File: config.mk
export PLATFORM = sky130hd
export DESIGN_NAME = pat_cell
export DESIGN_NICKNAME = d
export VERILOG_FILES = /design/src/pat_pkg.sv /design/src/pat_cell.sv
export SDC_FILE = /design/constraint.sdc
export NUM_CORES = 1
export LEC_CHECK = 0
export ABC_AREA = 1
export BUFFER_PORTS_ARGS = -buffer_cell sky130_fd_sc_hd__buf_2
export CAP_MARGIN = 20
export CORE_UTILIZATION = 40
export DETAILED_ROUTE_END_ITERATION = 6
export HOLD_SLACK_MARGIN = 0.03
export PLACE_DENSITY_LB_ADDON = 0.12
export SLEW_MARGIN = 20
export SYNTH_ARGS = -nofsm -noshare
export SYNTH_HDL_FRONTEND = slang
export SYNTH_SLANG_ARGS = --single-unit
File: constraint.sdc
create_clock -name clk -period 3.6 [get_ports clk]
set_clock_uncertainty 0.05 [all_clocks]
set_input_delay 0.54 -clock clk [delete_from_list [all_inputs] [get_ports clk]]
set_output_delay 0.54 -clock clk [all_outputs]
set_load 0.1 [all_outputs]
File: src/pat_pkg.sv
// ----------------------------------------------------------------------------
// pat_pkg
// Shared types and codes for the positional array table unit.
// ----------------------------------------------------------------------------
package pat_pkg;

  // Operation codes carried on the command channel.
  localparam logic [1:0] OP_DISPLAY = 2'd0;
  localparam logic [1:0] OP_SEARCH  = 2'd1;
  localparam logic [1:0] OP_INSERT  = 2'd2;
  localparam logic [1:0] OP_DELETE  = 2'd3;

  // Status codes carried on the response channel.
  localparam logic [2:0] ST_ELEMENT  = 3'd0;
  localparam logic [2:0] ST_FOUND    = 3'd1;
  localparam logic [2:0] ST_NOTFOUND = 3'd2;
  localparam logic [2:0] ST_INSERTED = 3'd3;
  localparam logic [2:0] ST_DELETED  = 3'd4;
  localparam logic [2:0] ST_INVALID  = 3'd5;
  localparam logic [2:0] ST_FULL     = 3'd6;
  localparam logic [2:0] ST_EMPTY    = 3'd7;

  // Command item.
  typedef struct packed {
    logic [1:0]         operation;
    logic [6:0]         position;
    logic signed [31:0] value;
  } cmd_t;

  // Response item.
  typedef struct packed {
    logic [2:0]         status;
    logic [5:0]         index;
    logic signed [31:0] data;
    logic [6:0]         entry_count;
    logic               last;
  } rsp_t;

  // Broadcast control for the row of storage cells. A rotation is a shift
  // down from position zero, with the last cell taking the first cell's entry.
  typedef struct packed {
    logic               shift_up;
    logic               shift_down;
    logic [6:0]         pos;
    logic signed [31:0] value;
  } cell_cmd_t;

endpackage

File: src/pat_cell.sv
// ----------------------------------------------------------------------------
// pat_cell
// One storage cell of the table row. It holds one entry and takes its
// neighbor's entry when the row shifts past its own index.
// ----------------------------------------------------------------------------
module pat_cell #(
  parameter int IDX = 0
) (
  input  logic                      clk,
  input  pat_pkg::cell_cmd_t        cell_cmd,
  input  logic signed [31:0]        left,
  input  logic signed [31:0]        right,
  output logic signed [31:0]        data
);
  import pat_pkg::*;

  localparam logic [6:0] MY_IDX = 7'(IDX);

  // Insert moves entries above the position up; delete and rotate move
  // entries at or above the position down.
  always_ff @(posedge clk) begin
    if (cell_cmd.shift_up && (MY_IDX > cell_cmd.pos)) begin
      data <= left;
    end else if (cell_cmd.shift_up && (MY_IDX == cell_cmd.pos)) begin
      data <= cell_cmd.value;
    end else if (cell_cmd.shift_down && (MY_IDX >= cell_cmd.pos)) begin
      data <= right;
    end
  end

endmodule

# [Word level (Yosys, flattened, before mapping)]
# Index checks and enable logic that the tools add are counted.
[op_classes] mux=3 reduce_logical=5 order_cmp=2
[op_table] op="$mux W32" count=3
[op_table] op="$ge A1 B7 Y1 const A" count=1
[op_table] op="$gt A1 B7 Y1 const A" count=1
[op_table] op="$logic_not A7 Y1" count=1
[op_table] op="$logic_and A1 B1 Y1" count=3
[op_table] op="$reduce_bool A3 Y1" count=1
[totals] elab_cells=11 out_inout_bits=32 register_bits=32

# [Logic depth before layout (Yosys ltp)]
# Gate-level depths: netlist of run 1.
[logic_depth] ltp_word=5 depth_mapped=7 mapped_depth_nobuf=6

# [Least setup slack after synthesis of run 1]
# Ideal clock, no wire load.
[synth_path] path_kind="input to register" startpoint="in cell_cmd[38] (netlist bit)" endpoint="reg data[0] (enable)" path_buffers=1 path_stages=6 setup_ns=0.390 t_arrival_ns=1.773 path_slack_ns=1.388 cell_sequence="nor2_1 -> nand2_1 -> nor2_4 -> buf_6 -> nand2_1 -> nand2_1"
[synth_between] elab_chain_cells=3 word_cells_on_any_way=7 classes_between="order compare (2); reduce/logical (5)"
[synth_lines] item="start, declared" line_no="pat_cell.sv:10" text="input pat_pkg::cell_cmd_t cell_cmd,"
[synth_lines] item="$gt A1 B7 Y1 (tied with other cells)" line_no="pat_cell.sv:22" text="if (cell_cmd.shift_up && (MY_IDX > cell_cmd.pos)) begin"
[synth_lines] item="$logic_and A1 B1 Y1, on equally long branches" line_no="pat_cell.sv:22, pat_cell.sv:24, pat_cell.sv:26"
[synth_lines] item="$reduce_bool A3 Y1 (no source line) *"
[synth_lines] item="end signal, assigned" line_no="pat_cell.sv:23" text="data <= left;"
[synth_lines] item="end signal, assigned" line_no="pat_cell.sv:25" text="data <= cell_cmd.value;"
[synth_lines] item="end signal, assigned" line_no="pat_cell.sv:27" text="data <= right;"
[synth_lines] item="end, declared" line_no="pat_cell.sv:13" text="output logic signed [31:0] data"
# Every way passes the cells marked *; elsewhere a longest branch is shown, timed or not.
# A chain may end at the register's enable or synchronous reset.

# [Worst setup path in the final report of run 1]
[layout_path] startpoint="in cell_cmd[40] (netlist bit)" endpoint="reg data[2] (enable)"
[layout_between] elab_chain_cells=2 word_cells_on_any_way=3 classes_between="reduce/logical (3)"
[layout_lines] item="$logic_and A1 B1 Y1, on equally long branches" line_no="pat_cell.sv:22, pat_cell.sv:24"
[layout_lines] item="$reduce_bool A3 Y1 (no source line) *"
# Marked as above.

==> metrics.md, run 1 <==
| Metric | Value |
|---|---|
| Clock transition at path regs | `0.06 ns` |
| Placed cells | `303` |
| Gp weighted congestion | `approximately 0.70` |
| WP data required | `between 3 and 4 ns` |
| CTS root buffer | `clkbuf_8` |
| Dpl hpwl | `between 2000 and 2500 µm` |
| Sequential Power Share | `55.0%` |
| Max Transition Viols Final | `0` |
| Gr usage total | `approximately 17%` |
| NetSw | `170 µW` |
| Vias | `~1400` |
| Sequential fraction of the synthesis area | `roughly three fifths` |
| Max reg flops | `32` |
| Max Clk Rate | `521 MHz` |
| Clock network power share | `between 30% and 40%` |
| Ys async rst share | `0%` |
| Comb pwr share | `about 12%` |
| Row cnt | `22` |
| Sequence of cells on the critical path | `buf_2, nand3_2, nand2_1, buf_4` |
| Static leakage | `0.00108 µW` |
| Vias/cell | `around 4.5` |
| Layout cells sized above 1 | `~45%` |
| Drt total wl | `around 3300 µm` |
| Total gr overflow | `0` |
| Post-Syn Nets | `263` |
| Hold Crit Class | `input pin to flip-flop` |
| Crit path capture type | `flip-flop` |
| Critical-path maximum fanout | `33` |
| Pin count of the biggest net entering global routing | `34` |
| CP top delay family | `buffers and inverters` |
| Input/output buffers | `roughly 110` |
| Die Wd | `64.3 µm` |
| Die height | `around 64 µm` |
| Most common cell in the netlist | `nand2_1` |
| Nets | `~370` |
| FILL cells | `between 300 and 400` |
| Vias in the first global route | `1196` |
| Syn Inst Count | `157` |
| CTS Buf Count | `5` |
| Slew headroom | `57.6%` |
| CTS resizes | `0` |
| Largest register by flop count | `data` |
| RSZ-0062 raised after global routing | `no` |
| Initial antenna violation count | `0` |
| Post-route insts no fill | `310` |
| TritonCTS Sinks | `32` |
| YS warnings | `0` |
| Post-synth top area share | `61.8%` |
| I/O pins | `138` |
| Antenna Diode Count | `0` |
| Crit path launch type | `input pin` |
| Hold Vio Cnt, Final | `0` |
| Most frequent cells after synthesis | `70 x nand2_1, 33 x nand3_1, 32 x edfxtp_1, 9 x buf_6, 5 x inv_1` |
| Critical path class | `input pin to flip-flop` |
| Internal power | `582 µW` |
| Max-Cap Viols | `0` |
| Worst Path Arrival | `around 1.8 ns` |
| DRC viols | `0` |
| Final min period | `1.92 ns` |
| Synth area leader | `edfxtp_1` |
| Final setup violation count | `0` |
| TritonCTS clock tree | `built` |
| Router iterations before antenna repair | `4` |
| PD cells | `roughly 350 nW/µm²` |
| Post-synth EDFFs | `32` |
| Synthesized flop and latch total | `32` |
| Largest registers | `data x32` |
| First-pass GRT wire length | `approximately 5400 µm` |
| VDD IR-drop max | `0.210 mV` |
| Switching portion of total power | `roughly 23%` |
| H-tree Lvls | `2` |
| Run status | `finished clean` |
| Sequential cell area | `roughly 960 µm²` |
| Multi-input gate area | `~460 µm²` |
| Synth top area cells | `edfxtp_1 62%, nand2_1 17%, nand3_1 11%` |
| Area Growth Syn to Fin | `37.3%` |
| Die area | `between 4000 and 5000 µm²` |
| Synth cell types | `10` |
| CP Buf/Inv Count | `2` |
| Wire per inst | `approximately 11 µm` |
| Core Region | `3690 µm²` |
| Most used DFF post-synth | `edfxtp_1` |
| Syn avg cell area | `9.90 µm²` |
| Slowest-stage cell, CP | `buf_2` |
| Antenna-violating nets left | `0` |
| Drt initial violations | `63` |
| Cts hold-fix bufs | `0` |
| Setup Fix Bufs, Post-CTS | `0` |
| Final worst-path cycle share | `53.3%` |
| Fin Setup TNS | `0 ns` |
| Max Buffers Root-to-Sink | `2` |
| Worst path max stage delay | `0.50 ns` |
| Worst-Margin Slew | `0.637 ns` |
| Mapped Area | `~1600 µm²` |
| Initial Util | `between 40% and 50%` |
-- worst paths after layout --
kind,endpoint,slack [ns],start,depth (start not counted)
max,data[2],1.68,cell_cmd[40],4
min,data[30],0.47,right[30],3
-- per-stage QoR --
step / hold slack (ns) / setup WS (ns) / utilization (%) / total power (µW) / area (µm²)
final: 0.473 / 1.68 / 57.8 / 752 / 2130
after global routing: 0.470 / 1.53 / 57.8 / 788 / 2130
after CTS: 0.468 / 1.68 / 57.8 / 759 / 2130
after detailed placement: 0.757 / 1.38 / 55.7 / 510 / 2060
after global placement: 0.753 / 1.38 / 55.7 / 509 / 2060
after floorplan: 0.669 / 1.39 / - / 469 / 1550
-- power by group through the flow --
stage          clock network [µW]  registers, µW  logic [µW]
5_1_grt                       276            413        98.1
3_3_place_gp                    0            421        87.5
2_1_floorplan                   0            440        28.3
4_1_cts                       257            413        88.4
6_report                      251            414        87.6
3_5_place_dp                    0            421        88.1
-- layout by cell type, fill, tap and decap left out --
cell / Yosys / final
buf_4: 0 / 3
inv_2: 1 / 1
nor2_4: 1 / 1
nand3_2: 1 / 1
nor2_1: 4 / 4
clkinv_2: 0 / 1
inv_1: 5 / 5
clkbuf_1: 0 / 1
nand3_1: 33 / 33
buf_2: 1 / 105
edfxtp_1: 32 / 32
clkbuf_8: 0 / 5
nand2_1: 70 / 70
-- layout make-up --
class | count | share of cell area (%)
inverter | 6 | 1.06
multi-input combinational | 109 | 21.8
sequential | 32 | 45.0
timing repair buffer | 108 | 25.7
clock buffer | 6 | 3.40
tap | 48 | 2.82
clock inverter | 1 | 0.235
-- layer usage --
| layer | part of all wire, % | GRT usage, % | vias to the layer above |
|---|---|---|---|
| li1 | - | - | 729 |
| met1 | 44 | 22.1 | 578 |
| met2 | 44 | 26.8 | 77 |
| met3 | 11 | 7.32 | 5 |
| met4 | 1.0 | 5.00 | 0 |
| met5 | 0 | 0 | - |
-- cell families (layout without fill, tap and decap cells) --
group / after synthesis / count (layout) / synth area share (%)
AND/OR/NAND/NOR: 109 / 109 / 29.9
buffers and inverters: 16 / 121 / 8.29
flip-flops: 32 / 32 / 61.8
(Power assumes the default switching activity.)
==> run 2: changes to the inputs <==
--- a/config.mk
+++ b/config.mk
@@ -8,7 +8,7 @@
 export ABC_AREA = 1
 export BUFFER_PORTS_ARGS = -buffer_cell sky130_fd_sc_hd__buf_2
 export CAP_MARGIN = 20
-export CORE_UTILIZATION = 40
+export CORE_UTILIZATION = 37
 export DETAILED_ROUTE_END_ITERATION = 6
 export HOLD_SLACK_MARGIN = 0.03
 export PLACE_DENSITY_LB_ADDON = 0.12
==> constraint.sdc (replaced) <==
create_clock -name clk -period 1.8 [get_ports clk]
set_clock_uncertainty 0.05 [all_clocks]
set_input_delay 0.27 -clock clk [delete_from_list [all_inputs] [get_ports clk]]
set_output_delay 0.27 -clock clk [all_outputs]
set_load 0.1 [all_outputs]
==> metrics.md, run 2 (same netlist as run 1, synthesis figures left out) <==
| Metric | Value |
|---|---|
| PD cells | `693 nW/µm²` |
| VDD IR-drop max | `0.391 mV` |
| Die height | `between 60 and 70 µm` |
| CTS root buffer | `clkbuf_8` |
| Crit path launch type | `flip-flop` |
| Final worst-path cycle share | `75.4%` |
| H-tree Lvls | `2` |
| Final core occ | `between 50 and 60%` |
| CP Buf/Inv Count | `1` |
| Gr usage total | `16.2%` |
| Largest register by flop count | `data` |
| Run status | `finished clean` |
| Area Growth Syn to Fin | `39.0%` |
| Nets | `371` |
| Place WS | `between 0.3 and 0.4 ns` |
| CTS resizes | `0` |
| Static leakage | `0.00109 µW` |
| Drt initial violations | `between 60 and 70` |
| M2 GR Usage | `between 20% and 30%` |
| Clock transition at path regs | `~0.060 ns` |
| Hold Vio Cnt, Final | `0` |
| Most frequent cells in the layout | `105 x buf_2, 69 x nand2_1, 33 x nand3_1, 32 x edfxtp_1, 6 x buf_4` |
| Met3 Use GR | `approximately 4.5%` |
| CP top delay family | `buffers and inverters` |
| First-pass GRT wire length | `roughly 5200 µm` |
| Vias | `~1400` |
| Die Wd | `66.8 µm` |
| Largest registers | `data x32` |
| Fin Setup TNS | `0 ns` |
| Max reg flops | `32` |
| Die area | `around 4500 µm²` |
| Setup Fix Bufs, Post-CTS | `0` |
| Critical path class | `flip-flop to primary output` |
| Most common cell after layout, fill and taps aside | `buf_2` |
| Worst hold path stage count | `3` |
| Vias/cell | `approximately 4.5` |
| Max Transition Viols Final | `0` |
| Worst-Margin Slew | `0.496 ns` |
| Drt total wl | `about 3400 µm` |
| RSZ-0062 raised after global routing | `no` |
| Vias in the first global route | `around 1200` |
| Input/output buffers | `105` |
| Layout cells sized above 1 | `45.7%` |
| Pin count of the biggest net entering global routing | `33` |
| TritonCTS clock tree | `built` |
| Slowest-stage cell, CP | `buf_2` |
| Final min period | `1.36 ns` |
| Most Used Layer, Global Route | `met2` |
| Antenna Diode Count | `0` |
| I/O pins | `~140` |
| Max Clk Rate | `737 MHz` |
| Crit path capture type | `primary output` |
| Slew headroom | `about two thirds` |
| CTS Buf Count | `5` |
| Post-route insts no fill | `315` |
| Tot Pwr | `about 1500 µW` |
| WP data required | `roughly 1.5 ns` |
| Antenna-violating nets left | `0` |
| Wire per inst | `10.8 µm` |
| Initial Util | `about two fifths` |
| DRC viols | `0` |
| Initial antenna violation count | `0` |
| Sequence of cells on the critical path | `buf_2` |
| Core Region | `about 4000 µm²` |
| Met1 GRT Util | `approximately a fifth` |
| Final setup violation count | `0` |
| Gp weighted congestion | `around 0.74` |
| Row cnt | `23` |
| Dpl hpwl | `between 2000 and 2500 µm` |
| TritonCTS Sinks | `32` |
| Levels on crit path | `1` |
| Total gr overflow | `0` |
| Max-Cap Viols | `0` |
| Placed cells | `308` |
| Max Buffers Root-to-Sink | `2` |
| Worst path max stage delay | `~0.42 ns` |
| Worst setup margin | `0.443 ns` |
| Cts hold-fix bufs | `0` |
| Worst Path Arrival | `about 1.0 ns` |
| Critical-path maximum fanout | `1` |
| Router iterations before antenna repair | `4` |
| Hold Crit Class | `input pin to flip-flop` |
==> run 2: final timing paths <==
path      from      end  slack [ns]
max    data[7]  data[7]        0.44
min   right[8]  data[8]        0.21
==> run 2: stage by stage <==
step	area, µm²	hold WS (ns)
3_5_place_dp	2080	0.488
6_report	2160	0.210
4_1_cts	2160	0.201
5_1_grt	2160	0.201
2_1_floorplan	1560	0.399
3_3_place_gp	2080	0.482
==> run 2: routing by layer <==
layer	wire [µm]	vias to the layer above	share of wire (%)
met5	0	-	0
met4	25	0	0.74
met3	243	2	7.2
met2	1630	63	48
met1	1490	616	44
li1	-	735	-
==> run 2: power by group <==
group          switching (µW)  internal (µW)  leakage [µW]
sequential               1.08            826      0.000288
combinational            99.5           78.2      0.000763
clock                     230            262     0.0000410
total                     331           1170       0.00109
==> run 2: layout make-up <==
type,instances,area [µm²]
Multi-Input combinational cell,109,467
Clock buffer,6,72.6
Sequential cell,32,961
Timing Repair Buffer,111,571
Tap cell,50,62.6
Clock inverter,1,5.00
Fill cell,394,1870
Inverter,6,22.5
==> run 2: tightest hold or removal path, cell delays in order <==
cell and delay, ns:
buf_2 0.07, nand2_1 0.04, nand2_1 0.04
==> run 3: changes to the inputs <==
--- a/config.mk
+++ b/config.mk
@@ -8,7 +8,7 @@
 export ABC_AREA = 1
 export BUFFER_PORTS_ARGS = -buffer_cell sky130_fd_sc_hd__buf_2
 export CAP_MARGIN = 20
-export CORE_UTILIZATION = 37
+export CORE_UTILIZATION = 34
 export DETAILED_ROUTE_END_ITERATION = 6
 export HOLD_SLACK_MARGIN = 0.03
 export PLACE_DENSITY_LB_ADDON = 0.12
==> constraint.sdc (replaced) <==
create_clock -name clk -period 1.2 [get_ports clk]
set_clock_uncertainty 0.05 [all_clocks]
set_input_delay 0.18 -clock clk [delete_from_list [all_inputs] [get_ports clk]]
set_output_delay 0.18 -clock clk [all_outputs]
set_load 0.1 [all_outputs]
==> metrics.md, run 3 (same netlist as run 1, synthesis figures left out) <==
| Metric | Value |
|---|---|
| Run status | `finished clean` |
| M2 GR Usage | `29.7%` |
| Tot Pwr | `~2500 µW` |
| VDD IR-drop max | `about 0.46 mV` |
| Internal power | `just under 2000 µW` |
| Vias | `1469` |
| Drt total wl | `about 3800 µm` |
| Setup Fix Bufs, Post-CTS | `0` |
| CP top delay family | `flip-flops` |
| Largest registers | `data x32` |
| CP Buf/Inv Count | `1` |
| TritonCTS clock tree | `built` |
| Largest register by flop count | `data` |
| Die Wd | `69.6 µm` |
| Initial Util | `35.4%` |
| Die area | `4840 µm²` |
| I/O pins | `between 100 and 150` |
| Dpl hpwl | `about 2800 µm` |
| DRC viols | `0` |
| Crit path capture type | `primary output` |
| Sequential Power Share | `about half` |
| Input/output buffers | `105` |
| Vias in the first global route | `about 1400` |
| Met3 Use GR | `~7%` |
| CTS root buffer | `clkbuf_8` |
| Row cnt | `24` |
| PD cells | `~930 nW/µm²` |
| Max Buffers Root-to-Sink | `2` |
| Slew headroom | `about 77%` |
| Most frequent cells in the layout | `73 x buf_2, 67 x nand2_1, 32 x nand3_1, 32 x edfxtp_1, 32 x buf_12` |
| Met1 GRT Util | `between 15 and 20%` |
| Slowest-stage cell, CP | `edfxtp_1` |
| CTS resizes | `0` |
| Clock network power share | `38.7%` |
| Most common cell after layout, fill and taps aside | `buf_2` |
| Antenna Diode Count | `0` |
| Initial antenna violation count | `0` |
| Drt initial violations | `73` |
| Comb pwr share | `12.1%` |
| Hold WS | `between 0.1 and 0.15 ns` |
| Critical-path maximum fanout | `1` |
| Die height | `just under 70 µm` |
| Antenna-violating nets left | `0` |
| Gr usage total | `roughly 17%` |
| RSZ-0062 raised after global routing | `no` |
| Worst path max stage delay | `between 0.4 and 0.5 ns` |
| Worst hold path stage count | `3` |
| Worst-Margin Slew | `~0.34 ns` |
| Max-Cap Viols | `0` |
| Switching portion of total power | `a little over a fifth` |
| NetSw | `approximately 540 µW` |
| Sequence of cells on the critical path | `buf_12` |
| Nets | `370` |
| Pin count of the biggest net entering global routing | `33` |
| Critical path class | `flip-flop to primary output` |
| Core Region | `4380 µm²` |
| Cts hold-fix bufs | `0` |
| Crit path launch type | `flip-flop` |
| Vias/cell | `between 4 and 5` |
| FILL cells | `roughly 380` |
| CTS Buf Count | `5` |
| Max Clk Rate | `just under 900 MHz` |
| Gp weighted congestion | `around 0.73` |
| Max Transition Viols Final | `0` |
| Final setup violation count | `0` |
| Area Growth Syn to Fin | `74.8%` |
| Sequential cell area | `961 µm²` |
| Max reg flops | `32` |
| TritonCTS Sinks | `32` |
| Hold Vio Cnt, Final | `0` |
| Final worst-path cycle share | `93.6%` |
| Clock transition at path regs | `approximately 0.070 ns` |
| Levels on crit path | `1` |
| Worst Path Arrival | `roughly 0.9 ns` |
| Router iterations before antenna repair | `4` |
| Wire per inst | `12.0 µm` |
| Most Used Layer, Global Route | `met2` |
| Layout cells sized above 1 | `47.9%` |
| First-pass GRT wire length | `around 6300 µm` |
| H-tree Lvls | `2` |
| WP data required | `~0.97 ns` |
| Static leakage | `approximately 0.0013 µW` |
| Hold Crit Class | `input pin to flip-flop` |
| Total gr overflow | `0` |
| Final min period | `around 1.1 ns` |
| Multi-input gate area | `just over 500 µm²` |
run 3: worst paths after layout:
check	from	end
max	data[15]	data[15]
min	right[14]	data[14]
run 3: cell type report:
class	count	area share [%]
inverter	6	1.11
tap	52	2.40
clock inverter	3	1.38
sequential	32	35.4
timing repair buffer	110	38.4
clock buffer	5	2.53
multi-input combinational	109	18.8
run 3: per-stage QoR:
| step | cells | setup slack (ns) | instance area (µm²) | util (%) | TNS, ns |
|---|---|---|---|---|---|
| final | 317 | 0.0766 | 2720 | 62.0 | 0 |
| after global placement | 309 | -0.151 | 2610 | 59.5 | -8.54 |
| after global routing | 317 | 0.0299 | 2720 | 62.0 | 0 |
| after floorplan | 157 | -0.0316 | 1610 | - | -1.01 |
| after detailed placement | 309 | -0.159 | 2610 | 59.5 | -8.41 |
| after CTS | 317 | 0.0599 | 2720 | 62.0 | 0 |
run 3: layer usage:
layer	vias to the layer above	share of wire [%]
met5	-	0
met4	0	0.71
met3	2	8.4
met2	74	53
met1	654	38
li1	739	-
run 3: power groups by stage:
stage | Sequential [µW] | Clock, µW | Combinational, µW
after floorplan | 1320 | 0 | 91.7
after global placement | 1270 | 0 | 301
after detailed placement | 1270 | 0 | 306
after CTS | 1250 | 1020 | 308
after global routing | 1240 | 1070 | 335
final | 1250 | 978 | 305
