$ cat src/pat_pkg.sv
// ----------------------------------------------------------------------------
// pat_pkg
// Shared types and codes for the positional array table unit.
// ----------------------------------------------------------------------------
package pat_pkg;

  // Operation codes carried on the command channel.
  localparam logic [1:0] OP_DISPLAY = 2'd0;
  localparam logic [1:0] OP_SEARCH  = 2'd1;
  localparam logic [1:0] OP_INSERT  = 2'd2;
  localparam logic [1:0] OP_DELETE  = 2'd3;

  // Status codes carried on the response channel.
  localparam logic [2:0] ST_ELEMENT  = 3'd0;
  localparam logic [2:0] ST_FOUND    = 3'd1;
  localparam logic [2:0] ST_NOTFOUND = 3'd2;
  localparam logic [2:0] ST_INSERTED = 3'd3;
  localparam logic [2:0] ST_DELETED  = 3'd4;
  localparam logic [2:0] ST_INVALID  = 3'd5;
  localparam logic [2:0] ST_FULL     = 3'd6;
  localparam logic [2:0] ST_EMPTY    = 3'd7;

  // Command item.
  typedef struct packed {
    logic [1:0]         operation;
    logic [6:0]         position;
    logic signed [31:0] value;
  } cmd_t;

  // Response item.
  typedef struct packed {
    logic [2:0]         status;
    logic [5:0]         index;
    logic signed [31:0] data;
    logic [6:0]         entry_count;
    logic               last;
  } rsp_t;

  // Broadcast control for the row of storage cells. A rotation is a shift
  // down from position zero, with the last cell taking the first cell's entry.
  typedef struct packed {
    logic               shift_up;
    logic               shift_down;
    logic [6:0]         pos;
    logic signed [31:0] value;
  } cell_cmd_t;

endpackage

$ cat src/pat_ctrl.sv
// ----------------------------------------------------------------------------
// pat_ctrl
// Sequencer for the table: decodes commands, keeps the entry count, drives
// the cell row and holds the response register.
// ----------------------------------------------------------------------------
module pat_ctrl #(
  parameter int DEPTH = 64
) (
  input  logic                 clk,
  input  logic                 rst,
  input  logic                 cmd_valid,
  output logic                 cmd_stall,
  input  pat_pkg::cmd_t        cmd,
  output logic                 rsp_valid,
  input  logic                 rsp_stall,
  output pat_pkg::rsp_t        rsp,
  input  logic signed [31:0]   head,
  output pat_pkg::cell_cmd_t   cell_cmd
);
  import pat_pkg::*;

  localparam int CW = $clog2(DEPTH + 1);
  localparam logic [CW-1:0] DEPTH_C   = CW'(DEPTH);
  localparam logic [CW-1:0] LAST_STEP = CW'(DEPTH - 1);

  localparam logic [1:0] S_IDLE  = 2'd0;
  localparam logic [1:0] S_DISP  = 2'd1;
  localparam logic [1:0] S_SRCH  = 2'd2;
  localparam logic [1:0] S_ALIGN = 2'd3;

  logic [1:0]         state, state_next;
  logic [CW-1:0]      count, count_next;
  logic [CW-1:0]      step, step_next;
  logic signed [31:0] key, key_next;

  logic               load;
  logic [2:0]         ld_status;
  logic [5:0]         ld_index;
  logic signed [31:0] ld_data;
  logic               ld_last;

  logic               out_free;
  logic               accept;
  logic [6:0]         count7;
  logic               at_end;
  logic               is_last;
  logic               hit;

  assign out_free  = !rsp_valid || !rsp_stall;
  assign cmd_stall = (state != S_IDLE) || !out_free;
  assign accept    = cmd_valid && !cmd_stall;
  assign count7    = 7'(count);
  assign at_end    = (step == LAST_STEP);
  assign is_last   = (step == count - CW'(1));
  assign hit       = (head == key);

  // Command decode and row sequencing. Display and search rotate the whole
  // row once, reading the first cell, so the order is restored at the end.
  always_comb begin
    state_next          = state;
    count_next          = count;
    step_next           = step;
    key_next            = key;
    load                = 1'b0;
    ld_status           = ST_ELEMENT;
    ld_index            = '0;
    ld_data             = '0;
    ld_last             = 1'b1;
    cell_cmd.shift_up   = 1'b0;
    cell_cmd.shift_down = 1'b0;
    cell_cmd.pos        = cmd.position;
    cell_cmd.value      = cmd.value;
    case (state)
      S_IDLE: begin
        if (accept) begin
          step_next = '0;
          key_next  = cmd.value;
          case (cmd.operation)
            OP_DISPLAY: begin
              if (count == '0) begin
                load      = 1'b1;
                ld_status = ST_EMPTY;
              end else begin
                state_next = S_DISP;
              end
            end
            OP_SEARCH: begin
              if (count == '0) begin
                load      = 1'b1;
                ld_status = ST_NOTFOUND;
              end else begin
                state_next = S_SRCH;
              end
            end
            OP_INSERT: begin
              load = 1'b1;
              if (cmd.position > count7) begin
                ld_status = ST_INVALID;
              end else if (count == DEPTH_C) begin
                ld_status = ST_FULL;
              end else begin
                ld_status         = ST_INSERTED;
                cell_cmd.shift_up = 1'b1;
                count_next        = count + CW'(1);
              end
            end
            OP_DELETE: begin
              load = 1'b1;
              if (cmd.position >= count7) begin
                ld_status = ST_INVALID;
              end else begin
                ld_status           = ST_DELETED;
                cell_cmd.shift_down = 1'b1;
                count_next          = count - CW'(1);
              end
            end
            default: begin
              load      = 1'b1;
              ld_status = ST_INVALID;
            end
          endcase
        end
      end
      S_DISP: begin
        if (out_free) begin
          load                = 1'b1;
          ld_status           = ST_ELEMENT;
          ld_index            = 6'(step);
          ld_data             = head;
          ld_last             = is_last;
          cell_cmd.shift_down = 1'b1;
          cell_cmd.pos        = '0;
          step_next           = step + CW'(1);
          if (at_end) begin
            state_next = S_IDLE;
          end else if (is_last) begin
            state_next = S_ALIGN;
          end
        end
      end
      S_SRCH: begin
        cell_cmd.shift_down = 1'b1;
        cell_cmd.pos        = '0;
        step_next           = step + CW'(1);
        if (hit || is_last) begin
          load       = 1'b1;
          ld_status  = hit ? ST_FOUND : ST_NOTFOUND;
          ld_index   = hit ? 6'(step) : 6'd0;
          state_next = at_end ? S_IDLE : S_ALIGN;
        end
      end
      S_ALIGN: begin
        cell_cmd.shift_down = 1'b1;
        cell_cmd.pos        = '0;
        step_next           = step + CW'(1);
        if (at_end) begin
          state_next = S_IDLE;
        end
      end
      default: begin
        state_next = S_IDLE;
      end
    endcase
  end

  // Control registers.
  always_ff @(posedge clk) begin
    if (rst) begin
      state     <= S_IDLE;
      count     <= '0;
      step      <= '0;
      rsp_valid <= 1'b0;
    end else begin
      state <= state_next;
      count <= count_next;
      step  <= step_next;
      if (load) begin
        rsp_valid <= 1'b1;
      end else if (rsp_valid && !rsp_stall) begin
        rsp_valid <= 1'b0;
      end
    end
  end

  // Search key and response payload.
  always_ff @(posedge clk) begin
    key <= key_next;
    if (load) begin
      rsp.status      <= ld_status;
      rsp.index       <= ld_index;
      rsp.data        <= ld_data;
      rsp.entry_count <= 7'(count_next);
      rsp.last        <= ld_last;
    end
  end

endmodule

$ cat config.mk
export PLATFORM = sky130hd
export DESIGN_NAME = pat_ctrl
export DESIGN_NICKNAME = d
export VERILOG_FILES = /design/src/pat_pkg.sv /design/src/pat_ctrl.sv
export SDC_FILE = /design/constraint.sdc
export NUM_CORES = 1
export LEC_CHECK = 0
export BUFFER_PORTS_ARGS = -buffer_cell sky130_fd_sc_hd__buf_2
export CAP_MARGIN = 25
export CORE_ASPECT_RATIO = 1.75
export CORE_UTILIZATION = 40
export CTS_CLUSTER_DIAMETER = 50
export DETAILED_ROUTE_END_ITERATION = 16
export PLACE_DENSITY = 0.66
export SLEW_MARGIN = 20
export SYNTH_ARGS = -nofsm -noshare
export SYNTH_HDL_FRONTEND = slang
export SYNTH_SLANG_ARGS = --single-unit
$ cat constraint.sdc
create_clock -name clk -period 8.3 [get_ports clk]
set_input_delay 1.66 -clock clk [delete_from_list [all_inputs] [get_ports clk]]
set_output_delay 1.66 -clock clk [all_outputs]
set_load 0.02 [all_outputs]
# --- Yosys cells after proc, flatten, opt, wreduce, memory -nomap -nowiden ---
# Index checks and enable logic that the tools add are counted.
op_classes:
  eq_ne: 18
  shift: 0
  order_cmp: 2
  div: 0
  mul: 0
  muxes: 52
  n_addsub: 3
  bitwise: 0
  reduce_logical: 21
op_table:
  columns: ["op", "n"]
  rows:
  - ["7-bit 2-to-1 mux", 7]
  - ["32-bit == test", 1]
  - ["7-bit one-hot mux with 2 select lines", 2]
  - ["2-bit 2-to-1 mux", 13]
  - ["7-bit one-hot mux with 3 select lines", 1]
  - ["6-bit 2-to-1 mux", 3]
  - ["7-bit by 1-bit adder with 7-bit output, second input constant", 2]
  - ["1-bit 2-to-1 mux", 13]
  - ["3-bit 2-to-1 mux", 4]
  - ["3-bit one-hot mux with 4 select lines", 1]
  - ["6-bit one-hot mux with 2 select lines", 1]
  - ["3-bit inequality test, second input constant", 3]
  - ["2-bit == test, second input constant", 4]
  - ["8-bit 2-to-1 mux", 1]
  - ["2-bit inequality test, second input constant", 4]
  - ["2-bit one-hot mux with 4 select lines", 1]
  - ["8-bit AND reduction", 1]
  - ["7-bit by 6-bit == test with 1-bit output, second input constant", 1]
  - ["7-bit == test", 1]
  - ["7-bit == test, second input constant", 1]
  - ["7-bit greater-or-equal comparator", 1]
  - ["7-bit greater-than comparator", 1]
  - ["7-bit zero test", 1]
  - ["7-bit by 1-bit subtractor with 7-bit output, second input constant", 1]
  - ["13 further kinds", 27]
word_totals:
  word_cells: 106
  in_bits: 77
  romBits: 0
  memories: 0
  output_inout_bits: 92
  latchBits: 0
  mem_bits_rw: 0
  reg_bits: 98

# --- Depth between registers and ports, before layout ---
# Gate-level depths: netlist of run 1.
depth:
  word_depth: 9
  depth_mapped: 11
  mapped_depth_nobuf: 9

# --- Least setup slack after synthesis of run 1 ---
# No wires, ideal clock.
synth_timing:
  path_type: "input -> output"
  startpoint: "in rsp_stall"
  endpoint: "out cell_cmd[39] (netlist bit)"
  setup_slack_ps: 3263
  arrival_time_ps: 3377
  required_time_ps: 6640
  n_path_buf: 0
  path_stages: 6
  path_cell_list: "nand2_1 nand3_1 inv_1 and2_1 o2111ai_1 o21ai_0"
synth_rtl:
  columns: ["item", "line_no", "text"]
  rows:
  - ["start: declaration", "pat_ctrl.sv:15", "input logic rsp_stall,"]
  - ["end: declaration", "pat_ctrl.sv:18", "output pat_pkg::cell_cmd_t cell_cmd"]

==> results of run 1 <==
## worst register-to-register path, cell delays in order (launching register included)
cell	delay [ns]
dfxtp_1	0.33
nand2_1	0.73
nand3_1	0.42
inv_1	0.15
buf_4	0.40
o21ai_0	0.17
a31o_1	0.23
inv_2	0.42
buf_16	0.25
## state kept, by name (all words and copies together), names as in the netlist
register / count
key: 32
state: 2
rsp_valid: 1
step: 7
rsp: 49
count: 7
## metal layers
layer / vias to the layer above / part of all wire / track usage
met5: - / 0 / 0
met2: 153 / 0.56 / 0.347
met4: 0 / 0.033 / 0.100
met1: 1790 / 0.34 / 0.176
met3: 26 / 0.071 / 0.0521
li1: 1852 / - / -
## per-stage QoR
| step | power, mW | setup WS, ns | instances | hold slack [ns] |
|---|---|---|---|---|
| after floorplan | 0.929 | 3.26 | 449 | 0.478 |
| after global placement | 1.05 | 2.91 | 730 | 0.491 |
| after detailed placement | 1.06 | 2.75 | 730 | 0.508 |
| after CTS | 1.53 | 2.74 | 746 | 0.519 |
| after global routing | 1.59 | 2.49 | 747 | 0.560 |
| final | 1.52 | 2.71 | 747 | 0.513 |
## final cells by class
| type | instances | area, um^2 |
|---|---|---|
| Inverter | 14 | 52.6 |
| Timing Repair Buffer | 170 | 876 |
| Multi-Input combinational cell | 284 | 1900 |
| Sequential cell | 98 | 2770 |
| Tap cell | 165 | 206 |
| Clock inverter | 5 | 108 |
| Fill cell | 1088 | 5990 |
| Clock buffer | 11 | 233 |
## kinds of logic after synthesis
family                   Yosys count  share of synthesized area
AO/OA/AOI/OAI                     71                     0.0905
XOR/XNOR                          45                     0.0781
buffers and inverters             67                     0.0741
flip-flops                        98                      0.549
multiplexers                       4                    0.00868
AND/OR/NAND/NOR                  150                      0.164
adder cells (fa/ha/maj)           14                     0.0347
## cell usage in the layout, fill, tap and decap left out, types with 3 or more instances in the layout
master / instances
o21ai_0: 15
xnor2_1: 43
a211oi_1: 4
edfxtp_1: 81
a21o_1: 4
a31oi_1: 4
nor4_1: 5
and2_1: 16
a21oi_1: 23
nand4_1: 11
nor3_1: 6
bufinv_16: 3
dfxtp_1: 17
nand3_1: 14
o31ai_1: 3
inv_1: 13
nand2_1: 24
nand3b_1: 3
buf_2: 168
clkbuf_16: 9
nor2_1: 20
ha_1: 14
and3_1: 33
nor2b_1: 3
mux2_2: 3
## Yosys cell counts, drive strengths merged, types with 5 or more instances
| cell | n | area share |
|---|---|---|
| a21oi | 25 | 0.028 |
| and2 | 18 | 0.022 |
| and3 | 33 | 0.041 |
| buf | 34 | 0.050 |
| clkbuf | 19 | 0.014 |
| dfxtp | 17 | 0.067 |
| edfxtp | 81 | 0.48 |
| ha | 14 | 0.035 |
| inv | 14 | 0.010 |
| nand2 | 24 | 0.018 |
| nand3 | 14 | 0.014 |
| nand4 | 11 | 0.014 |
| nor2 | 21 | 0.017 |
| nor3 | 7 | 0.0079 |
| nor4 | 5 | 0.0062 |
| o21ai | 15 | 0.015 |
| xnor2 | 43 | 0.075 |
## worst max path at each step
stage / start / end / cells after the start
4_1_cts: rsp_stall / cell_cmd[39] / 8
3_5_place_dp: rsp_stall / cell_cmd[39] / 8
3_3_place_gp: rsp_stall / cell_cmd[39] / 8
5_1_grt: rsp_stall / cell_cmd[39] / 8
2_1_floorplan: rsp_stall / cell_cmd[39] / 6
6_report: rsp_stall / cell_cmd[39] / 8
## power groups by stage
| stage | Sequential [mW] | Combinational (mW) | Clock [mW] |
|---|---|---|---|
| 6_report | 0.664 | 0.384 | 0.474 |
| 5_1_grt | 0.672 | 0.418 | 0.502 |
| 4_1_cts | 0.667 | 0.380 | 0.482 |
| 3_5_place_dp | 0.678 | 0.379 | 0 |
| 3_3_place_gp | 0.676 | 0.374 | 0 |
| 2_1_floorplan | 0.742 | 0.187 | 0 |
==> flow_metrics.py, run 1 <==
metrics = {
    "sta": {
        "rsz0062_at_grt": "false",
        "finalSetupViolCount": 0,
        "final.period_utilization": 0.674,
        "min_period_ns": 5.59,
        "tns_ns": 0,
        "maxSlewViolCount": 0,
        "finalClockSkew_ns": 0.00739,
        "worst_slew_pin_slew_ns": 0.992,
        "slew_headroom": 0.337,
        "max_freq_mhz": 179,
        "hold_viol_final": 0,
    },
    "route": {
        "drt-total-wl_um": 11700,
        "firstDrtPassIters": 4,
        "drc": 0,
        "final_antenna_net_count": 0,
        "first_iter_violations": 186,
        "wl_per_cell_um": 15.6,
        "viasPerCell": 5.12,
        "vias": 3821,
    },
    "outcome": {
        "status": "complete, no violations",
    },
    "power": {
        "netSwitchingFraction": 0.302,
        "peakVddDrop_mv": 0.172,
        "power_switching_mw": 0.460,
        "p_seq_frac": 0.436,
        "p_int_mw": 1.06,
        "power_density_nw_per_um2": 248,
        "clkPwrFrac": 0.311,
        "combPwrFrac": 0.252,
        "leakage_nw": 2.61,
    },
    "clocking": {
        "cts_made_buffers": 9,
        "clkSlewWorstSetupHoldPaths_ns": 0.06,
        "hold_buffers": 0,
        "cts_tree": "yes",
        "clockBufferDepth": 2,
        "post_cts_resized": 0,
        "clockRootBuffer": "clkbuf_16",
        "post-cts-setup-buffers": 0,
        "clock_sinks": 98,
        "clk_latency_ns": 0.35,
        "htreeDepth": 3,
    },
    "floorplan": {
        "die_w_um": 86.9,
        "die_area_um2": 13100,
        "coreArea_um2": 12100,
        "die_h_um": 151,
        "ios": 169,
        "initial_utilization": 0.416,
        "rows": 53,
    },
    "setup_path": {
        "cpMostUsedCell": "buf_2",
        "worst_ep_arrival_time_ns": 3.93,
        "critPathMaxFanout": 38,
        "r2r_slack_ns": 4.88,
        "worstSetupPathType": "primary input to primary output",
        "cp_top_family": "simple AND/OR/NAND/NOR gates",
        "r2r_end": "rsp[7]",
        "slowest_delay_ns": 0.72,
        "path_cells": "buf_2 > nand2_1 > nand3_1 > inv_1 > and2_1 > o2111ai_1 > o21ai_0 > buf_2",
        "critPathLaunchType": "primary input",
        "worst_r2r_path_depth": 8,
        "crit_buf_inv": 3,
        "rr_startpoint": "rsp_valid",
        "crit_required_ns": 6.64,
        "slowest_stage": "nand2_1",
        "critPathCaptureType": "primary output",
    },
    "placed_design": {
        "routabilityCongestion": 0.883,
        "io_buffers": 168,
        "placed_area_um2": 5780,
        "hpwl_um": 8940,
    },
    "finish": {
        "area_growth_pct": 21.8,
        "antenna_cells": 0,
        "finalNetCount": 668,
        "drive_gt1_frac": 0.332,
        "finalInstanceArea_um2": 6150,
        "utilization": 0.507,
    },
    "hold_path": {
        "min_path_type": "register to register",
        "hold_depth": 2,
        "worstHoldStart": "step[6]",
        "min_to": "step[6]",
    },
    "global_route": {
        "gr-total-overflow": 0,
        "grt_pass1_vias": 3761,
        "grt.total_usage": 0.185,
        "antenna_found_initial": 0,
        "grt_first_pass_wirelength_um": 17900,
        "grt_max_degree": 50,
    },
    "synthesis": {
        "synth_fp_nets": 540,
        "synthArstFlopShare": 0,
        "syn_inst": 449,
        "yosys_most_used_dff": "edfxtp_1",
        "syn_area_um2": 5050,
        "synth_edf_count": 81,
        "synth-seq-cells": 98,
        "yosysWarnings": 0,
        "avgSynthCellArea_um2": 11.2,
        "synth_cell_type_count": 52,
        "yosysSeqAreaShare": 0.549,
    },
    "run": {
        "cap_violations": 0,
    },
}
Power figures use the tool's default switching activity.
==> inputs of run 2 (changes only) <==
==> constraint.sdc (replaced) <==
create_clock -name clk -period 5.4 [get_ports clk]
set_input_delay 1.08 -clock clk [delete_from_list [all_inputs] [get_ports clk]]
set_output_delay 1.08 -clock clk [all_outputs]
set_load 0.02 [all_outputs]
==> flow_metrics.py, run 2 (synthesized netlist as in run 1, its figures left out) <==
metrics = {
    "outcome": {
        "status": "complete, no violations",
    },
    "power": {
        "power_switching_mw": 0.720,
        "power_density_nw_per_um2": 369,
        "p_seq_frac": 0.452,
        "leakage_nw": 2.60,
        "peakVddDrop_mv": 0.231,
        "combPwrFrac": 0.265,
        "p_int_mw": 1.54,
        "netSwitchingFraction": 0.318,
        "clkPwrFrac": 0.283,
    },
    "sta": {
        "finalSetupViolCount": 0,
        "tns_ns": 0,
        "final.period_utilization": 0.733,
        "max_freq_mhz": 253,
        "hold_viol_final": 0,
        "min_period_ns": 3.96,
        "maxSlewViolCount": 0,
        "rsz0062_at_grt": "false",
        "worst_slew_pin_slew_ns": 0.672,
        "finalClockSkew_ns": 0.00698,
        "slew_headroom": 0.550,
        "post-route-worst-setup-slack_ns": 1.44,
    },
    "clocking": {
        "clockRootBuffer": "clkbuf_16",
        "cts_tree": "yes",
        "clk_latency_ns": 0.34,
        "clkSlewWorstSetupHoldPaths_ns": 0.07,
        "htreeDepth": 3,
        "hold_buffers": 0,
        "clock_sinks": 98,
        "post-cts-setup-buffers": 0,
        "clockBufferDepth": 2,
        "post_cts_resized": 0,
        "cts_made_buffers": 9,
    },
    "setup_path": {
        "worst_r2r_path_depth": 10,
        "critPathCaptureType": "primary output",
        "critPathLaunchType": "primary input",
        "critPathMaxFanout": 14,
        "worst_ep_arrival_time_ns": 2.88,
        "worstSetupPathType": "primary input to primary output",
        "crit_required_ns": 4.32,
    },
    "finish": {
        "fillCellCount": 1124,
        "area_growth_pct": 21.5,
        "drive_gt1_frac": 0.335,
        "finalNetCount": 671,
        "final_common_cell": "buf_2",
        "final_cell_mix": "buf_2, edfxtp_1, xnor2_1",
        "top_register": "rsp",
        "largest_register_ffs": 49,
        "top_regs": "rsp x49, key x32",
        "antenna_cells": 0,
    },
    "route": {
        "first_iter_violations": 165,
        "vias": 3849,
        "viasPerCell": 5.13,
        "drc": 0,
        "firstDrtPassIters": 4,
        "final_antenna_net_count": 0,
        "drt-total-wl_um": 12000,
        "wl_per_cell_um": 16.0,
    },
    "placed_design": {
        "io_buffers": 168,
        "hpwl_um": 9130,
        "preCtsSetupSlack_ns": 1.45,
        "routabilityCongestion": 0.873,
    },
    "floorplan": {
        "die_area_um2": 13100,
        "rows": 53,
        "die_h_um": 151,
        "coreArea_um2": 12100,
        "ios": 169,
        "die_w_um": 86.9,
        "initial_utilization": 0.416,
    },
    "global_route": {
        "grt_pass1_vias": 3850,
        "grt_max_degree": 50,
        "antenna_found_initial": 0,
        "grt.total_usage": 0.188,
        "gr-total-overflow": 0,
        "grt_first_pass_wirelength_um": 18300,
    },
    "hold_path": {
        "hold_depth": 2,
        "min_path_type": "register to register",
    },
    "run": {
        "cap_violations": 0,
    },
}
[run 2: critical path: stages]
cell and delay, ns:
buf_2 0.10, ha_1 0.32, nand4_1 0.23, o21bai_1 0.24, a21oi_2 0.54, nor2_1 0.16, buf_2 0.20
[run 2: path summary, 6_finish.rpt]
check        startpoint      endpoint  slack (ns)
max             cmd[38]  cell_cmd[40]        1.44
min reg2reg     step[6]       step[6]        0.54
min             step[6]       step[6]        0.54
max reg2reg    count[0]        rsp[6]        2.05
[run 2: routing by layer]
metal / up-vias / wire length (um) / GRT usage
li1: 1859 / - / -
met1: 1793 / 4010 / 0.180
met2: 168 / 6790 / 0.363
met3: 29 / 822 / 0.0450
met4: 0 / 387 / 0.0900
met5: - / 0 / 0
[run 2: per-stage QoR]
stage	cells	power (mW)	cell area, um^2	utilization	hold WS, ns
after floorplan	449	1.43	5050	-	0.478
after global placement	732	1.62	5790	0.477	0.488
after detailed placement	732	1.63	5790	0.477	0.506
after CTS	748	2.26	6090	0.502	0.516
after global routing	750	2.36	6130	0.505	0.560
final	750	2.26	6130	0.505	0.537
[run 2: layout make-up]
| cell class | instances | area [um^2] | area share |
|---|---|---|---|
| Tap cell | 165 | 206 | 0.0337 |
| Multi-Input combinational cell | 284 | 1900 | 0.310 |
| Clock buffer | 10 | 229 | 0.0374 |
| Timing Repair Buffer | 173 | 906 | 0.148 |
| Inverter | 14 | 52.6 | 0.00857 |
| Sequential cell | 98 | 2770 | 0.452 |
| Clock inverter | 6 | 63.8 | 0.0104 |
[run 2: power by group through the flow]
stage               logic, mW  clock network, mW  registers [mW]
floorplan               0.288                  0            1.14
global placement        0.577                  0            1.04
detailed placement      0.586                  0            1.04
CTS                     0.588              0.650            1.03
global route            0.649              0.674            1.04
finish                  0.600              0.640            1.02
==> inputs of run 3 (changes only) <==
--- a/config.mk
+++ b/config.mk
@@ -11,7 +11,7 @@
 export CORE_UTILIZATION = 40
 export CTS_CLUSTER_DIAMETER = 50
 export DETAILED_ROUTE_END_ITERATION = 16
-export PLACE_DENSITY = 0.66
+export PLACE_DENSITY = 0.68
 export SLEW_MARGIN = 20
 export SYNTH_ARGS = -nofsm -noshare
 export SYNTH_HDL_FRONTEND = slang
==> constraint.sdc (replaced) <==
create_clock -name clk -period 3.4 [get_ports clk]
set_input_delay 0.68 -clock clk [delete_from_list [all_inputs] [get_ports clk]]
set_output_delay 0.68 -clock clk [all_outputs]
set_load 0.02 [all_outputs]
==> flow_metrics.py, run 3 (synthesized netlist as in run 1, its figures left out) <==
metrics = {
    "floorplan": {
        "ios": 169,
        "initial_utilization": 0.416,
        "rows": 53,
        "die_area_um2": 13100,
        "die_h_um": 151,
        "coreArea_um2": 12100,
        "die_w_um": 86.9,
    },
    "placed_design": {
        "dp_cells": 739,
        "routabilityCongestion": 0.873,
        "io_buffers": 168,
        "hpwl_um": 9250,
        "placed_area_um2": 5880,
    },
    "global_route": {
        "grt.total_usage": 0.184,
        "grt_max_degree": 38,
        "gr-total-overflow": 0,
        "grt_first_pass_wirelength_um": 17900,
        "antenna_found_initial": 0,
        "grt_pass1_vias": 3834,
    },
    "sta": {
        "tns_ns": 0,
        "rsz0062_at_grt": "false",
        "worst_slew_pin_slew_ns": 0.640,
        "hold_viol_final": 0,
        "final.period_utilization": 0.934,
        "min_period_ns": 3.18,
        "slew_headroom": 0.569,
        "maxSlewViolCount": 0,
        "finalClockSkew_ns": 0.00748,
        "max_freq_mhz": 315,
        "finalSetupViolCount": 0,
    },
    "setup_path": {
        "crit_required_ns": 2.72,
        "slowest_delay_ns": 0.48,
        "cp_top_family": "compound AO/OA/AOI/OAI gates",
        "slowest_stage": "dfxtp_1",
        "cpMostUsedCell": "a21o_1",
        "worst_ep_arrival_time_ns": 2.50,
        "startpoint": "count[4]",
        "worstSetupPathType": "register to primary output",
        "crit_buf_inv": 2,
        "critPathCaptureType": "primary output",
        "critPathLaunchType": "register",
        "path_cells": "inv_1 > ha_1 > a21o_1 > a21o_1 > a21oi_4 > o2111ai_1 > o21ai_0 > buf_2",
        "critPathMaxFanout": 8,
        "rr_startpoint": "count[0]",
    },
    "run": {
        "cap_violations": 0,
    },
    "clocking": {
        "hold_buffers": 0,
        "cts_made_buffers": 9,
        "cts_tree": "yes",
        "clockBufferDepth": 2,
        "post-cts-setup-buffers": 0,
        "clockRootBuffer": "clkbuf_16",
        "clkSlewWorstSetupHoldPaths_ns": 0.07,
        "clock_sinks": 98,
        "htreeDepth": 3,
        "clk_latency_ns": 0.34,
    },
    "power": {
        "power_density_nw_per_um2": 576,
        "p_total_mw": 3.56,
        "peakVddDrop_mv": 0.341,
        "leakage_nw": 2.63,
    },
    "route": {
        "maxUsedRoutingLayer": "met4",
        "viasPerCell": 5.10,
        "drc": 0,
        "vias": 3853,
        "wl_per_cell_um": 15.6,
        "first_iter_violations": 139,
        "met2_length_um": 6590,
        "final_antenna_net_count": 0,
        "firstDrtPassIters": 7,
        "drt-total-wl_um": 11700,
        "drt-met1-wl_um": 3850,
        "wl_met3_um": 887,
    },
    "hold_path": {
        "worstHoldStart": "cmd[29]",
        "min_path_type": "primary input to register",
    },
    "outcome": {
        "status": "complete, no violations",
    },
    "finish": {
        "final_cell_mix": "buf_2, edfxtp_1, xnor2_1",
        "antenna_cells": 0,
        "finalNetCount": 676,
        "top_regs": "rsp x49, key x32",
        "finalInstanceArea_um2": 6170,
        "area_growth_pct": 22.4,
        "largest_register_ffs": 49,
        "finalNonFillerCells": 755,
        "drive_gt1_frac": 0.342,
        "top_register": "rsp",
        "final_common_cell": "buf_2",
        "utilization": 0.509,
    },
}
## run 3: cell count changes in the layout (fill, tap and decap cells not counted), moves of 2 or more
cell,before,now
buf_12,0,2
buf_4,3,8
clkinv_4,0,4
inv_6,2,0
## run 3: path summary, 6_finish.rpt
check                      end  slack, ns  cells past startpoint
setup / recovery  cell_cmd[39]       0.22                      8
hold / removal         key[29]       0.52                      1
setup reg to reg        rsp[6]       0.49                     10
hold reg to reg        step[6]       0.54                      2
## run 3: final cells by class
class	instances	area, um^2
Inverter	14	56.3
Timing Repair Buffer	178	941
Fill cell	1095	5960
Sequential cell	98	2770
Tap cell	165	206
Clock inverter	7	66.3
Multi-Input combinational cell	284	1910
Clock buffer	9	225
## run 3: layer usage
layer	GRT usage	vias up
met2	0.360	172
met1	0.162	1786
met4	0.0975	0
met5	0	-
met3	0.0537	31
li1	-	1864
## run 3: power breakdown
part	switching (mW)	internal, mW	leakage, nW
registers	0.0650	1.55	0.936
clock network	0.465	0.510	0.142
logic	0.632	0.340	1.55
total	1.16	2.40	2.63
## run 3: worst reg2reg max path, stage by stage, from the launching register on
cell and delay, ns:
dfxtp_1 0.31, inv_1 0.09, ha_1 0.27, or4b_1 0.53, nor2_4 0.22, xnor2_1 0.16, and4_1 0.25, nand2_1 0.07
a31o_1 0.25, clkinvlp_4 0.24, buf_12 0.22
## run 3: timing repair
item	CTS	global route
resized for setup	0	1
endpoints found under the setup margin	0	1
endpoints found under the hold margin	0	0
## run 3: through the flow
stage | setup WS [ns] | hold slack [ns]
3_3_place_gp | 0.314 | 0.498
5_1_grt | 0.0975 | 0.509
3_5_place_dp | 0.258 | 0.526
4_1_cts | 0.0741 | 0.510
6_report | 0.224 | 0.521
2_1_floorplan | 0.291 | 0.478
